--- config.mk ---
export PLATFORM = sky130hd
export DESIGN_NAME = line_rasterizer
export DESIGN_NICKNAME = d
export VERILOG_FILES = /design/src/rtl/lr_pkg.sv /design/src/rtl/lr_csr.sv /design/src/rtl/lr_setup.sv /design/src/rtl/lr_step.sv /design/src/rtl/line_rasterizer.sv
export SDC_FILE = /design/constraint.sdc
export NUM_CORES = 1
export LEC_CHECK = 0
export ABC_AREA = 1
export BUFFER_PORTS_ARGS = -buffer_cell sky130_fd_sc_hd__buf_4
export CAP_MARGIN = 10
export CORE_ASPECT_RATIO = 1.5
export CORE_UTILIZATION = 55
export DETAILED_ROUTE_END_ITERATION = 7
export GPL_TIMING_DRIVEN = 0
export PLACE_DENSITY = 0.74
export SLEW_MARGIN = 30
export SYNTH_ARGS = -nofsm -noshare
export SYNTH_HDL_FRONTEND = slang
export SYNTH_SLANG_ARGS = --single-unit
--- constraint.sdc ---
create_clock -name clock -period 7.6 [get_ports clock]
set_input_delay 0.76 -clock clock [delete_from_list [all_inputs] [get_ports clock]]
set_output_delay 0.76 -clock clock [all_outputs]
set_load 0.02 [all_outputs]
--- src/rtl/lr_pkg.sv ---
// Shared codes, register map and types for the line rasteriser.
package lr_pkg;

   // item kinds carried on req_tuser
   localparam logic OP_START = 1'b0;
   localparam logic OP_STEP  = 1'b1;

   // decision rule codes held in the algorithm register
   localparam logic ALGO_MIDPOINT  = 1'b0;
   localparam logic ALGO_BRESENHAM = 1'b1;

   // register port geometry: one 32-bit register at byte address 0
   localparam int CSR_ADDR_BITS = 3;
   localparam int CSR_DATA_BITS = 32;
   localparam int CSR_INDEX_BITS = CSR_ADDR_BITS - 2;

   // register indexes (word address)
   localparam logic [CSR_INDEX_BITS-1:0] REG_ALGORITHM = 1'b0;

   // per-line control flags handed from setup to the stepper
   typedef struct packed {
      logic minor_down;   // minor axis counts down
      logic axis_is_y;    // y is the major axis
      logic algo;         // decision rule latched at line start
   } line_flags_type;

endpackage

--- src/rtl/lr_csr.sv ---
// Configuration register block: holds the decision rule select.
module lr_csr (
   input  logic                             clock,
   input  logic                             reset,
   input  logic                             csr_psel,
   input  logic                             csr_penable,
   input  logic                             csr_pwrite,
   input  logic [lr_pkg::CSR_ADDR_BITS-1:0] csr_paddr,
   input  logic [lr_pkg::CSR_DATA_BITS-1:0] csr_pwdata,
   output logic [lr_pkg::CSR_DATA_BITS-1:0] csr_prdata,
   output logic                             csr_pready,
   output logic                             algorithm
);
   import lr_pkg::*;

   logic                      algorithm_ff;
   logic                      algorithm_in;
   logic [CSR_INDEX_BITS-1:0] reg_index;
   logic                      wr_en;

   // word index from the byte address
   assign reg_index = csr_paddr[CSR_ADDR_BITS-1:2];
   assign wr_en     = csr_psel && csr_penable && csr_pwrite;

   // write decode: only bit 0 of the data is kept
   always_comb begin
      algorithm_in = algorithm_ff;
      if (wr_en) begin
         unique case (reg_index)
            REG_ALGORITHM: algorithm_in = csr_pwdata[0];
            default:       algorithm_in = algorithm_ff;
         endcase
      end
   end

   always_ff @(posedge clock) begin
      if (reset) begin
         algorithm_ff <= ALGO_MIDPOINT;
      end else begin
         algorithm_ff <= algorithm_in;
      end
   end

   // read decode
   always_comb begin
      unique case (reg_index)
         REG_ALGORITHM: csr_prdata = CSR_DATA_BITS'(algorithm_ff);
         default:       csr_prdata = '0;
      endcase
   end

   assign csr_pready = 1'b1;
   assign algorithm  = algorithm_ff;

endmodule

--- src/rtl/lr_setup.sv ---
// Line setup: orders the endpoints, picks the octant family and seeds the decision term.
module lr_setup #(
   parameter int COORD_BITS = 16
) (
   input  logic signed [COORD_BITS-1:0] x_start,
   input  logic signed [COORD_BITS-1:0] y_start,
   input  logic signed [COORD_BITS-1:0] x_end,
   input  logic signed [COORD_BITS-1:0] y_end,
   input  logic                         algorithm,
   output logic                         degenerate,
   output logic signed [COORD_BITS-1:0] first_x,
   output logic signed [COORD_BITS-1:0] first_y,
   output logic signed [COORD_BITS-1:0] major_end,
   output logic signed [COORD_BITS+3:0] decision,
   output logic signed [COORD_BITS+3:0] inc_straight,
   output logic signed [COORD_BITS+3:0] inc_diagonal,
   output lr_pkg::line_flags_type       flags
);
   import lr_pkg::*;

   localparam int DW = COORD_BITS + 4;

   logic signed [DW-1:0] x1, y1, x2, y2;
   logic signed [DW-1:0] dx, dy, adx, ady;
   logic signed [DW-1:0] big, minor_raw, m, two_m, two_big;
   logic                 axis_y;
   logic                 swap;
   logic                 md;

   // deltas and their magnitudes, at decision width
   assign x1  = DW'(x_start);
   assign y1  = DW'(y_start);
   assign x2  = DW'(x_end);
   assign y2  = DW'(y_end);
   assign dx  = x2 - x1;
   assign dy  = y2 - y1;
   assign adx = (dx < 0) ? -dx : dx;
   assign ady = (dy < 0) ? -dy : dy;

   // equal lengths stay x-major; swap so the major axis runs upward
   assign axis_y    = adx < ady;
   assign swap      = axis_y ? (y_start > y_end) : (x_start > x_end);
   assign big       = axis_y ? ady : adx;
   assign minor_raw = axis_y ? dx : dy;
   assign m         = swap ? -minor_raw : minor_raw;
   assign md        = m < 0;
   assign two_m     = m + m;
   assign two_big   = big + big;

   assign degenerate = (x_start == x_end) && (y_start == y_end);
   assign first_x    = swap ? x_end : x_start;
   assign first_y    = swap ? y_end : y_start;
   assign major_end  = axis_y ? (swap ? y_start : y_end) : (swap ? x_start : x_end);

   // decision term and increments for the chosen rule
   always_comb begin
      case (algorithm)
         ALGO_MIDPOINT: begin
            inc_straight = -two_m;
            if (!md) begin
               decision     = big - two_m;
               inc_diagonal = two_big - two_m;
            end else begin
               decision     = -two_m - big;
               inc_diagonal = -two_m - two_big;
            end
         end
         default: begin
            inc_straight = two_m;
            if (!md) begin
               decision     = -big;
               inc_diagonal = -two_big;
            end else begin
               decision     = big;
               inc_diagonal = two_big;
            end
         end
      endcase
   end

   assign flags.minor_down = md;
   assign flags.axis_is_y  = axis_y;
   assign flags.algo       = algorithm;

endmodule

--- src/rtl/lr_step.sv ---
// Line stepper: advances one pixel along the major axis and updates the decision term.
module lr_step #(
   parameter int COORD_BITS = 16
) (
   input  logic signed [COORD_BITS-1:0] cur_x,
   input  logic signed [COORD_BITS-1:0] cur_y,
   input  logic signed [COORD_BITS-1:0] major_end,
   input  logic signed [COORD_BITS+3:0] decision,
   input  logic signed [COORD_BITS+3:0] inc_straight,
   input  logic signed [COORD_BITS+3:0] inc_diagonal,
   input  lr_pkg::line_flags_type       flags,
   output logic signed [COORD_BITS-1:0] next_x,
   output logic signed [COORD_BITS-1:0] next_y,
   output logic signed [COORD_BITS+3:0] next_decision,
   output logic                         last
);
   import lr_pkg::*;

   localparam int DW = COORD_BITS + 4;
   localparam logic signed [COORD_BITS-1:0] ONE = COORD_BITS'(1);

   logic signed [DW-1:0]         straight_sum;
   logic signed [DW-1:0]         mid_sum;
   logic                         diag;
   logic signed [COORD_BITS-1:0] major, minor, major_n, minor_n;

   // Bresenham rule adds the straight term before testing
   assign straight_sum = decision + inc_straight;

   // decision test and update
   always_comb begin
      case (flags.algo)
         ALGO_MIDPOINT: begin
            diag          = flags.minor_down ? (decision > 0) : (decision < 0);
            mid_sum       = diag ? inc_diagonal : inc_straight;
            next_decision = decision + mid_sum;
         end
         default: begin
            diag          = flags.minor_down ? (straight_sum <= 0) : (straight_sum >= 0);
            mid_sum       = straight_sum + inc_diagonal;
            next_decision = diag ? mid_sum : straight_sum;
         end
      endcase
   end

   // move along major axis, minor axis on a diagonal step
   assign major   = flags.axis_is_y ? cur_y : cur_x;
   assign minor   = flags.axis_is_y ? cur_x : cur_y;
   assign major_n = major + ONE;
   assign minor_n = !diag ? minor : (flags.minor_down ? (minor - ONE) : (minor + ONE));

   assign next_x = flags.axis_is_y ? minor_n : major_n;
   assign next_y = flags.axis_is_y ? major_n : minor_n;
   assign last   = major_n >= major_end;

endmodule

--- src/rtl/line_rasterizer.sv ---
// Top level of the integer line rasteriser: item registers, line state and result register.
//
// Each accepted item takes one pass through the design: it is held in an input
// register, worked on by the setup or stepping logic against the line state, and
// its pixel is written into the result register. One item is accepted per clock
// while the result side keeps up, so a start item followed by step items yields
// one pixel per cycle. A start item always gives its first pixel (or the single
// pixel of a point); a step item gives the next pixel, with tlast on the far
// endpoint, and gives nothing when no line is in progress. The rule selected in
// the algorithm register is taken when a line starts.
module line_rasterizer #(
   parameter  int COORD_BITS = 16,
   localparam int REQ_BITS   = ((4 * COORD_BITS + 7) / 8) * 8,
   localparam int RSP_BITS   = ((2 * COORD_BITS + 7) / 8) * 8
) (
   input  logic                             clock,
   input  logic                             reset,
   // request channel
   input  logic                             req_tvalid,
   output logic                             req_tready,
   input  logic [REQ_BITS-1:0]              req_tdata,  // x_start, y_start, x_end, y_end
   input  logic                             req_tuser,  // opcode
   // result channel
   output logic                             rsp_tvalid,
   input  logic                             rsp_tready,
   output logic [RSP_BITS-1:0]              rsp_tdata,  // pixel_x, pixel_y
   output logic                             rsp_tuser,  // y_major
   output logic                             rsp_tlast,  // last_pixel
   // configuration port
   input  logic                             csr_psel,
   input  logic                             csr_penable,
   input  logic                             csr_pwrite,
   input  logic [lr_pkg::CSR_ADDR_BITS-1:0] csr_paddr,
   input  logic [lr_pkg::CSR_DATA_BITS-1:0] csr_pwdata,
   output logic [lr_pkg::CSR_DATA_BITS-1:0] csr_prdata,
   output logic                             csr_pready
);
   import lr_pkg::*;

   localparam int CB = COORD_BITS;
   localparam int DW = COORD_BITS + 4;

   // configuration
   logic algorithm;

   // input register
   logic                 in_valid_ff, in_valid_in;
   logic                 in_op_ff;
   logic signed [CB-1:0] in_xs_ff, in_ys_ff, in_xe_ff, in_ye_ff;

   // line state
   logic                 busy_ff, busy_in;
   logic signed [CB-1:0] cur_x_ff, cur_x_in, cur_y_ff, cur_y_in;
   logic signed [CB-1:0] major_end_ff, major_end_in;
   logic signed [DW-1:0] dec_ff, dec_in, incs_ff, incs_in, incd_ff, incd_in;
   line_flags_type       flags_ff, flags_in;

   // result register
   logic                 out_valid_ff, out_valid_in;
   logic signed [CB-1:0] pix_x_ff, pix_x_in, pix_y_ff, pix_y_in;
   logic                 ymaj_ff, ymaj_in, last_ff, last_in;

   // setup and stepper outputs
   logic                 su_degenerate;
   logic signed [CB-1:0] su_x, su_y, su_major_end;
   logic signed [DW-1:0] su_dec, su_incs, su_incd;
   line_flags_type       su_flags;
   logic signed [CB-1:0] st_x, st_y;
   logic signed [DW-1:0] st_dec;
   logic                 st_last;

   logic fire;
   logic load;

   lr_csr u_csr (
      .clock       (clock),
      .reset       (reset),
      .csr_psel    (csr_psel),
      .csr_penable (csr_penable),
      .csr_pwrite  (csr_pwrite),
      .csr_paddr   (csr_paddr),
      .csr_pwdata  (csr_pwdata),
      .csr_prdata  (csr_prdata),
      .csr_pready  (csr_pready),
      .algorithm   (algorithm)
   );

   lr_setup #(.COORD_BITS(COORD_BITS)) u_setup (
      .x_start      (in_xs_ff),
      .y_start      (in_ys_ff),
      .x_end        (in_xe_ff),
      .y_end        (in_ye_ff),
      .algorithm    (algorithm),
      .degenerate   (su_degenerate),
      .first_x      (su_x),
      .first_y      (su_y),
      .major_end    (su_major_end),
      .decision     (su_dec),
      .inc_straight (su_incs),
      .inc_diagonal (su_incd),
      .flags        (su_flags)
   );

   lr_step #(.COORD_BITS(COORD_BITS)) u_step (
      .cur_x         (cur_x_ff),
      .cur_y         (cur_y_ff),
      .major_end     (major_end_ff),
      .decision      (dec_ff),
      .inc_straight  (incs_ff),
      .inc_diagonal  (incd_ff),
      .flags         (flags_ff),
      .next_x        (st_x),
      .next_y        (st_y),
      .next_decision (st_dec),
      .last          (st_last)
   );

   // handshakes: the held item moves on once the result slot is free or draining
   assign fire       = in_valid_ff && (!out_valid_ff || rsp_tready);
   assign req_tready = !in_valid_ff || fire;
   assign load       = req_tvalid && req_tready;

   assign in_valid_in = load ? 1'b1 : (fire ? 1'b0 : in_valid_ff);

   // per-item work against the line state
   always_comb begin
      busy_in      = busy_ff;
      cur_x_in     = cur_x_ff;
      cur_y_in     = cur_y_ff;
      major_end_in = major_end_ff;
      dec_in       = dec_ff;
      incs_in      = incs_ff;
      incd_in      = incd_ff;
      flags_in     = flags_ff;
      pix_x_in     = pix_x_ff;
      pix_y_in     = pix_y_ff;
      ymaj_in      = ymaj_ff;
      last_in      = last_ff;
      out_valid_in = rsp_tready ? 1'b0 : out_valid_ff;
      if (fire) begin
         out_valid_in = 1'b0;
         if (in_op_ff == OP_START) begin
            out_valid_in = 1'b1;
            if (su_degenerate) begin
               // a point: one pixel, no line in progress
               busy_in  = 1'b0;
               pix_x_in = in_xs_ff;
               pix_y_in = in_ys_ff;
               ymaj_in  = 1'b0;
               last_in  = 1'b1;
            end else begin
               busy_in      = 1'b1;
               cur_x_in     = su_x;
               cur_y_in     = su_y;
               major_end_in = su_major_end;
               dec_in       = su_dec;
               incs_in      = su_incs;
               incd_in      = su_incd;
               flags_in     = su_flags;
               pix_x_in     = su_x;
               pix_y_in     = su_y;
               ymaj_in      = su_flags.axis_is_y;
               last_in      = 1'b0;
            end
         end else if (busy_ff) begin
            out_valid_in = 1'b1;
            busy_in      = !st_last;
            cur_x_in     = st_x;
            cur_y_in     = st_y;
            dec_in       = st_dec;
            pix_x_in     = st_x;
            pix_y_in     = st_y;
            ymaj_in      = flags_ff.axis_is_y;
            last_in      = st_last;
         end
      end
   end

   // control registers
   always_ff @(posedge clock) begin
      if (reset) begin
         in_valid_ff  <= 1'b0;
         busy_ff      <= 1'b0;
         out_valid_ff <= 1'b0;
      end else begin
         in_valid_ff  <= in_valid_in;
         busy_ff      <= busy_in;
         out_valid_ff <= out_valid_in;
      end
   end

   // payload and line registers
   always_ff @(posedge clock) begin
      if (load) begin
         in_op_ff <= req_tuser;
         in_xs_ff <= req_tdata[CB-1:0];
         in_ys_ff <= req_tdata[2*CB-1:CB];
         in_xe_ff <= req_tdata[3*CB-1:2*CB];
         in_ye_ff <= req_tdata[4*CB-1:3*CB];
      end
      cur_x_ff     <= cur_x_in;
      cur_y_ff     <= cur_y_in;
      major_end_ff <= major_end_in;
      dec_ff       <= dec_in;
      incs_ff      <= incs_in;
      incd_ff      <= incd_in;
      flags_ff     <= flags_in;
      pix_x_ff     <= pix_x_in;
      pix_y_ff     <= pix_y_in;
      ymaj_ff      <= ymaj_in;
      last_ff      <= last_in;
   end

   assign rsp_tvalid = out_valid_ff;
   assign rsp_tdata  = RSP_BITS'({pix_y_ff, pix_x_ff});
   assign rsp_tuser  = ymaj_ff;
   assign rsp_tlast  = last_ff;

`ifndef NO_ASSERTIONS
   // a step with no line in progress leaves the result slot empty
   a_idle_step_silent: assert property (@(posedge clock) disable iff (reset)
      fire && (in_op_ff == OP_STEP) && !busy_ff |=> !rsp_tvalid)
      else $error("step while idle produced a pixel");

   // a proper line start leaves a line in progress
   a_start_sets_busy: assert property (@(posedge clock) disable iff (reset)
      fire && (in_op_ff == OP_START) && !su_degenerate |=> busy_ff)
      else $error("line start did not set busy");

   // the pixel flagged last always ends the line
   a_last_clears_busy: assert property (@(posedge clock) disable iff (reset)
      fire && out_valid_in && last_in |=> !busy_ff && rsp_tlast)
      else $error("last pixel left the line in progress");

   // a held item stays until it is worked on
   a_hold_input: assert property (@(posedge clock) disable iff (reset)
      in_valid_ff && !fire |=> in_valid_ff)
      else $error("held item was dropped");
`endif

endmodule
==> results_dict.tcl, run 1 <==
set metrics [dict create \
    status "finished, violations left" \
    violations "negative setup slack" \
    yosys.area.top_type "edfxtp_1" \
    htreeDepth 1 \
    fin_crit_sh_pct 104.6 \
    cts.sinks 212 \
    synth_top_area_share_pct 27.69 \
    core_area_um2 40310 \
    slowest_delay_ns 0.48 \
    rrSetupSlack_ns -0.35 \
    seq_area_frac_synth_pct 28.05 \
    worstRegToRegCells 49 \
    period_needed_ns 7.952 \
    setup_violations 19 \
    crit_top_cell "nand2_1" \
    whs_endpoint "in_ys_ff[9]$_DFFE_PP_" \
    drive_above_1_share_pct 21.18 \
    die_w_um 167.4 \
    drt_iter0_drc 1985 \
    first_pass_iters 8 \
    fin_skew_ns 0.01983 \
    drv_slew 0 \
    p_per_area_nw_per_um2 361.7 \
    grt_antenna_before_repair 4 \
    end_kind "flop" \
    die_h_um 250.0 \
    start_util_pct 55.95 \
    track_usage_pct 42.12 \
    drv_cap 0 \
    p_leak_nw 13.06 \
    dieArea_um2 41840 \
    rsz0062_at_grt "yes" \
    nets 3836 \
    cp-start-kind "flop" \
    peakVddDrop_uv 185.7 \
    fp-row-count 90 \
    hold_viol_final 0 \
    pwr-share-clk_pct 12.3 \
    grt_pass1_wl_um 131900 \
    clock_latency_ns 0.57 \
    timing.rr.end "incd_ff[18]$_DFFE_PP_" \
    syn_inst 3222 \
    p_switching_mw 5.252 \
    largest-register "dec_ff" \
    synth.area.top_cells "edfxtp_1, nand2_1, ha_1, inv_1, nand3_1" \
    hold_path.class "input pin to flop" \
    min_path_cells 1 \
    top_regs "dec_ff: 20 flops, incd_ff: 19 flops, incs_ff: 19 flops" \
    syn_area_um2 22560 \
    synth-edff-count 208 \
    dp_slack_ns -1.581 \
    yosys_warnings 0 \
    fin_util_pct 69.35 \
    max_slew_margin_pct 17.73 \
    critPathRequiredTime_ns 8.00 \
    p_sw_share_pct 51.94 \
    drtAntennaViolNets 0 \
    comb_power_share_pct 72.0 \
    gp_congestion 1.120 \
    gr-total-overflow 0 \
    cts_tree "yes" \
    largest_register_ff_count 20 \
    via_per_inst 6.103 \
    worst-slew-pin-transition_ns 1.221 \
    numCtsBuffers 23 \
    p_seq_share_pct 15.7 \
    synthTopCellsByCount "nand2_1, inv_1, nand3_1" \
    routed_wirelength_um 92350 \
    synth_seq_cells 212 \
    grt_pass1_vias 23329 \
    synth_most_common_cell "nand2_1" \
    ios 176 \
    numPortBuffers 110 \
    fin_ws_ns -0.3522 \
    clkTransAtPathRegs_ns 0.07 \
    min_from "req_tdata[25]" \
    hpwl_um 70580 \
    clockBufferDepth 3 \
    p_int_mw 4.860 \
    timing.fmax_ghz 0.1258 \
    arrival_ns 8.36 \
    r2r_start "in_xs_ff[5]$_DFFE_PP_" \
    area_growth_pct 23.95 \
    cts-root-buf "clkbuf_16" \
    cpMaxStageDelayCell "xor2_2" \
    path_max_fanout 6 \
    avgSynthCellArea_um2 7.001 \
    path_class "flop to flop" \
    grt_max_degree 58 \
    synthArstFlopShare_pct 0 \
    wl_per_cell_um 22.86 \
    ys.flop_type "edfxtp_1" \
    via_count 24657 \
    drc 0 \
    yosysUniqueCellTypes 61 \
]
-- routing by layer --
layer | share of wire (%) | track usage, % | vias to the layer above
li1 | - | - | 11320
met1 | 31 | 38.66 | 11263
met2 | 48 | 74.14 | 1437
met3 | 7.7 | 8.405 | 633
met4 | 13 | 45.69 | 4
met5 | 0.024 | 0 | -
-- placed cells by master, fill, tap and decap left out, types with 27 or more instances in the layout --
cell type / netlist / layout
ha_4: 0 / 34
a21oi_1: 268 / 235
nor2_1: 180 / 164
nand2_4: 2 / 31
o21ai_2: 6 / 27
nand2_1: 823 / 757
a21oi_2: 2 / 30
xor2_1: 114 / 105
ha_1: 206 / 168
inv_2: 14 / 44
o21ai_0: 221 / 192
buf_4: 36 / 247
conb_1: 2 / 44
nand3_1: 294 / 254
clkbuf_1: 69 / 68
inv_1: 394 / 359
edfxtp_1: 208 / 208
xnor2_1: 43 / 36
nand3_2: 10 / 37
nand4_1: 29 / 29
nand2_2: 40 / 77
-- kinds of logic (layout without fill, tap and decap cells) --
| family | after synthesis | in the layout | share of synthesized area (%) |
|---|---|---|---|
| compound gates | 608 | 608 | 14.60 |
| xor+xnor | 159 | 159 | 6.240 |
| fa+ha+maj | 213 | 213 | 12.05 |
| buf+inv | 535 | 803 | 9.774 |
| flops | 212 | 212 | 28.05 |
| mux | 20 | 20 | 0.9873 |
| other cells | 2 | 46 | 0.03329 |
| simple gates | 1473 | 1473 | 28.27 |
-- stage by stage --
step | area, µm² | total power [mW] | setup TNS [ns] | hold slack [ns] | std cells
floorplan | 22710 | 5.491 | 0 | 0.4064 | 3264
global placement | 24170 | 7.028 | -22.11 | 0.4518 | 3880
detailed placement | 24360 | 7.149 | -26.05 | 0.4717 | 3886
CTS | 26350 | 8.887 | 0 | 0.3651 | 3983
global route | 27960 | 10.62 | -11.08 | 0.3654 | 4039
finish | 27960 | 10.11 | -3.342 | 0.3723 | 4040
-- what timing repair did --
item                                    CTS  global route
hold buffers                              0             0
endpoints found under the setup margin   29            27
pin swaps                                54           132
resized for setup                       171           257
buffers inserted                         56            56
gates cloned                              0             2
-- worst max-delay path, delay by kind of cell, from the launching register on --
| kind | cells | cell delay, ns |
|---|---|---|
| flops | 1 | 0.40 |
| xor+xnor | 2 | 0.76 |
| simple gates | 26 | 2.69 |
| buf+inv | 8 | 0.87 |
| compound gates | 10 | 2.05 |
| fa+ha+maj | 3 | 1.02 |
-- power groups by stage --
stage	combinational [mW]	sequential, mW	clock (mW)
2_1_floorplan	3.92	1.57	0
3_3_place_gp	5.42	1.61	0
3_5_place_dp	5.54	1.61	0
4_1_cts	6.06	1.58	1.25
5_1_grt	7.75	1.59	1.29
6_report	7.28	1.58	1.25
-- final cells by class --
class / count / area, µm²
Multi-Input combinational cell: 2517 / 16030
Fill cell: 3397 / 12350
Sequential cell: 212 / 6326
Timing Repair Buffer: 228 / 1891
Inverter: 408 / 1545
Buffer: 126 / 703.2
Tap cell: 506 / 633.1
Clock buffer: 25 / 583.1
Clock inverter: 16 / 246.5
Antenna cell: 2 / 5.005
-- worst max path at each step --
| stage | from | endpoint | slack (ns) | cells after the start |
|---|---|---|---|---|
| 5_1_grt | in_xs_ff[3]$_DFFE_PP_ | incd_ff[19]$_DFFE_PP_ | -0.71 | 59 |
| 4_1_cts | in_ys_ff[0]$_DFFE_PP_ | dec_ff[19]$_DFFE_PP_ | 0.01 | 64 |
| 3_3_place_gp | in_ys_ff[0]$_DFFE_PP_ | dec_ff[19]$_DFFE_PP_ | -1.37 | 53 |
| 3_5_place_dp | in_xs_ff[0]$_DFFE_PP_ | dec_ff[13]$_DFFE_PP_ | -1.58 | 55 |
| 2_1_floorplan | in_xs_ff[0]$_DFFE_PP_ | incd_ff[19]$_DFFE_PP_ | 0.63 | 56 |
| 6_report | in_xs_ff[5]$_DFFE_PP_ | incd_ff[18]$_DFFE_PP_ | -0.35 | 49 |
No activity file was read; power rests on OpenSTA's default activity.
==> inputs of run 2 (changes only) <==
--- a/config.mk
+++ b/config.mk
@@ -9,6 +9,7 @@
 export BUFFER_PORTS_ARGS = -buffer_cell sky130_fd_sc_hd__buf_4
 export CAP_MARGIN = 10
 export CORE_ASPECT_RATIO = 1.5
+export CORE_MARGIN = 4
 export CORE_UTILIZATION = 55
 export DETAILED_ROUTE_END_ITERATION = 7
 export GPL_TIMING_DRIVEN = 0
==> run 2 against run 1 <==
The flow still finishes with violations (negative setup slack). Clock power fell by 11%. Setup slack improved by 0.17 ns. Clock-buffer cell count rose by 1. Power fell by 1.8%. Register-to-register slack improved by 0.17 ns. Via count fell by 0.73%. Die area rose by 6.1%. Clock skew rose by 0.010 ns. Critical endpoint is now dec_ff[19]$_DFFE_PP_. Largest cell class unchanged. Highest routed layer is now met4.
==> results_dict.tcl, run 2 (synthesis results as in run 1) <==
set metrics [dict create \
    drt_iter0_drc 2189 \
    cts-root-buf "clkbuf_16" \
    largest_register_ff_count 20 \
    drc 0 \
    status "finished, violations left" \
    p_leak_nw 13.06 \
    wl_per_cell_um 22.54 \
    hold_viol_final 0 \
    grt_pass1_wl_um 128800 \
    die_h_um 256.0 \
    slowest_delay_ns 0.45 \
    cp-start-kind "flop" \
    fin_skew_ns 0.02985 \
    critPathRequiredTime_ns 7.90 \
    p_sw_share_pct 51.96 \
    track_usage_pct 37.37 \
    gr-total-overflow 0 \
    setup_violations 9 \
    via_count 24477 \
    p_switching_mw 5.157 \
    numPortBuffers 110 \
    rsz0062_at_grt "yes" \
    clockBufferDepth 3 \
    most-common-layout-cells "nand2_1, inv_1, buf_4" \
    cts.sinks 212 \
    core_area_um2 40430 \
    comb_power_share_pct 72.8 \
    pwr-share-clk_pct 11.2 \
    fin_util_pct 69.21 \
    numCtsBuffers 23 \
    grt_pass1_vias 23048 \
    place_inst 3886 \
    worst-slew-pin-transition_ns 1.095 \
    nets 3858 \
    routed_wirelength_um 91530 \
    cts_tree "yes" \
    die_w_um 173.4 \
    grt_antenna_before_repair 2 \
    path_max_fanout 8 \
    hold_path.class "input pin to flop" \
    p_int_mw 4.768 \
    fin_ws_ns -0.1871 \
    fp-row-count 90 \
    hpwl_um 70110 \
    dieArea_um2 44380 \
    gp_congestion 1.039 \
    clock_latency_ns 0.56 \
    htreeDepth 1 \
    max_slew_margin_pct 26.20 \
    drv_cap 0 \
    start_util_pct 55.80 \
    holdWs_ns 0.3733 \
    cpMaxStageDelayCell "edfxtp_1" \
    drv_slew 0 \
    drtAntennaViolNets 0 \
    via_per_inst 6.027 \
    ios 176 \
    fin_cells 4061 \
    grt_max_degree 57 \
    rrSetupSlack_ns -0.19 \
    p_per_area_nw_per_um2 354.7 \
    crit_top_cell "nand2_2" \
    timing.fmax_ghz 0.1284 \
    path_class "flop to flop" \
    top_regs "dec_ff: 20 flops, incd_ff: 19 flops, incs_ff: 19 flops" \
    peakVddDrop_uv 209.9 \
    p_seq_share_pct 16.0 \
    violations "negative setup slack" \
    fin_crit_sh_pct 102.5 \
    end_kind "flop" \
    first_pass_iters 6 \
    largest-register "dec_ff" \
    arrival_ns 8.08 \
    drive_above_1_share_pct 21.93 \
    fillers 3349 \
    final_common_cell "nand2_1" \
    clkTransAtPathRegs_ns 0.09 \
    cts_hold_buf 0 \
    period_needed_ns 7.787 \
    area_growth_pct 24.05 \
]
## run 2: cell count changes in the layout (fill, tap and decap cells not counted), sizes merged
cell	change
clkinvlp	+5
bufinv	-4
inv	-3
clkbuf	+1
buf	+22
## run 2: cell type report
type / instances / area [µm²] / share of cell area, %
diodes: 2 / 5.005 / 0.01789
plain buffers: 127 / 726.9 / 2.598
clock buffers: 26 / 586.8 / 2.097
clock inverters: 14 / 127.6 / 0.4561
inverters: 408 / 1559 / 5.572
multi-input cells: 2517 / 15990 / 57.15
flip-flops and latches: 212 / 6326 / 22.61
well taps: 506 / 633.1 / 2.263
repair buffers: 249 / 2026 / 7.240
## run 2: metal layers
layer	global-route usage (%)	routed length [µm]	share of wire, %
met4	36.19	11580	13
met1	36.59	29280	32
met3	4.876	5911	6.5
met2	66.56	44770	49
met5	0	0	0
## run 2: per-stage QoR
| stage | cell area, µm² | setup slack [ns] | total power, mW | setup TNS (ns) |
|---|---|---|---|---|
| 2_1_floorplan | 22710 | 0.6299 | 5.491 | 0 |
| 3_3_place_gp | 24170 | -1.256 | 7.022 | -24.47 |
| 3_5_place_dp | 24360 | -1.416 | 7.139 | -23.72 |
| 4_1_cts | 26130 | -0.02366 | 8.663 | -0.02366 |
| 5_1_grt | 27980 | -0.5176 | 10.44 | -7.374 |
| 6_report | 27980 | -0.1871 | 9.925 | -0.4938 |
## run 2: worst paths after layout
| check | from | end | depth (start not counted) |
|---|---|---|---|
| hold reg to reg | busy_ff$_SDFFE_PP0P_ | busy_ff$_SDFFE_PP0P_ | 2 |
| hold / removal | req_tdata[49] | in_ye_ff[1]$_DFFE_PP_ | 1 |
| setup reg to reg | in_ys_ff[0]$_DFFE_PP_ | dec_ff[19]$_DFFE_PP_ | 65 |
| setup / recovery | in_ys_ff[0]$_DFFE_PP_ | dec_ff[19]$_DFFE_PP_ | 65 |
## run 2: power by group through the flow
stage	Sequential (mW)	Clock [mW]	Combinational [mW]
2_1_floorplan	1.57	0	3.92
3_3_place_gp	1.61	0	5.41
3_5_place_dp	1.61	0	5.53
4_1_cts	1.58	1.12	5.96
5_1_grt	1.58	1.17	7.69
6_report	1.58	1.11	7.23
## run 2: critical path: cells and delay by family (launching register included)
family                   cells  cell delay (ns)
XOR/XNOR                     1             0.13
AND/OR/NAND/NOR             41             3.41
adder cells (fa/ha/maj)      4             1.13
flip-flops                   1             0.45
buffers and inverters        9             0.88
AO/OA/AOI/OAI               10             1.46
## run 2: repair_timing
action,4_1_cts,5_1_grt
endpoints found under the setup margin,35,28
pin swaps,39,142
buffers inserted,44,88
endpoints found under the hold margin,0,0
gates resized for setup,162,269
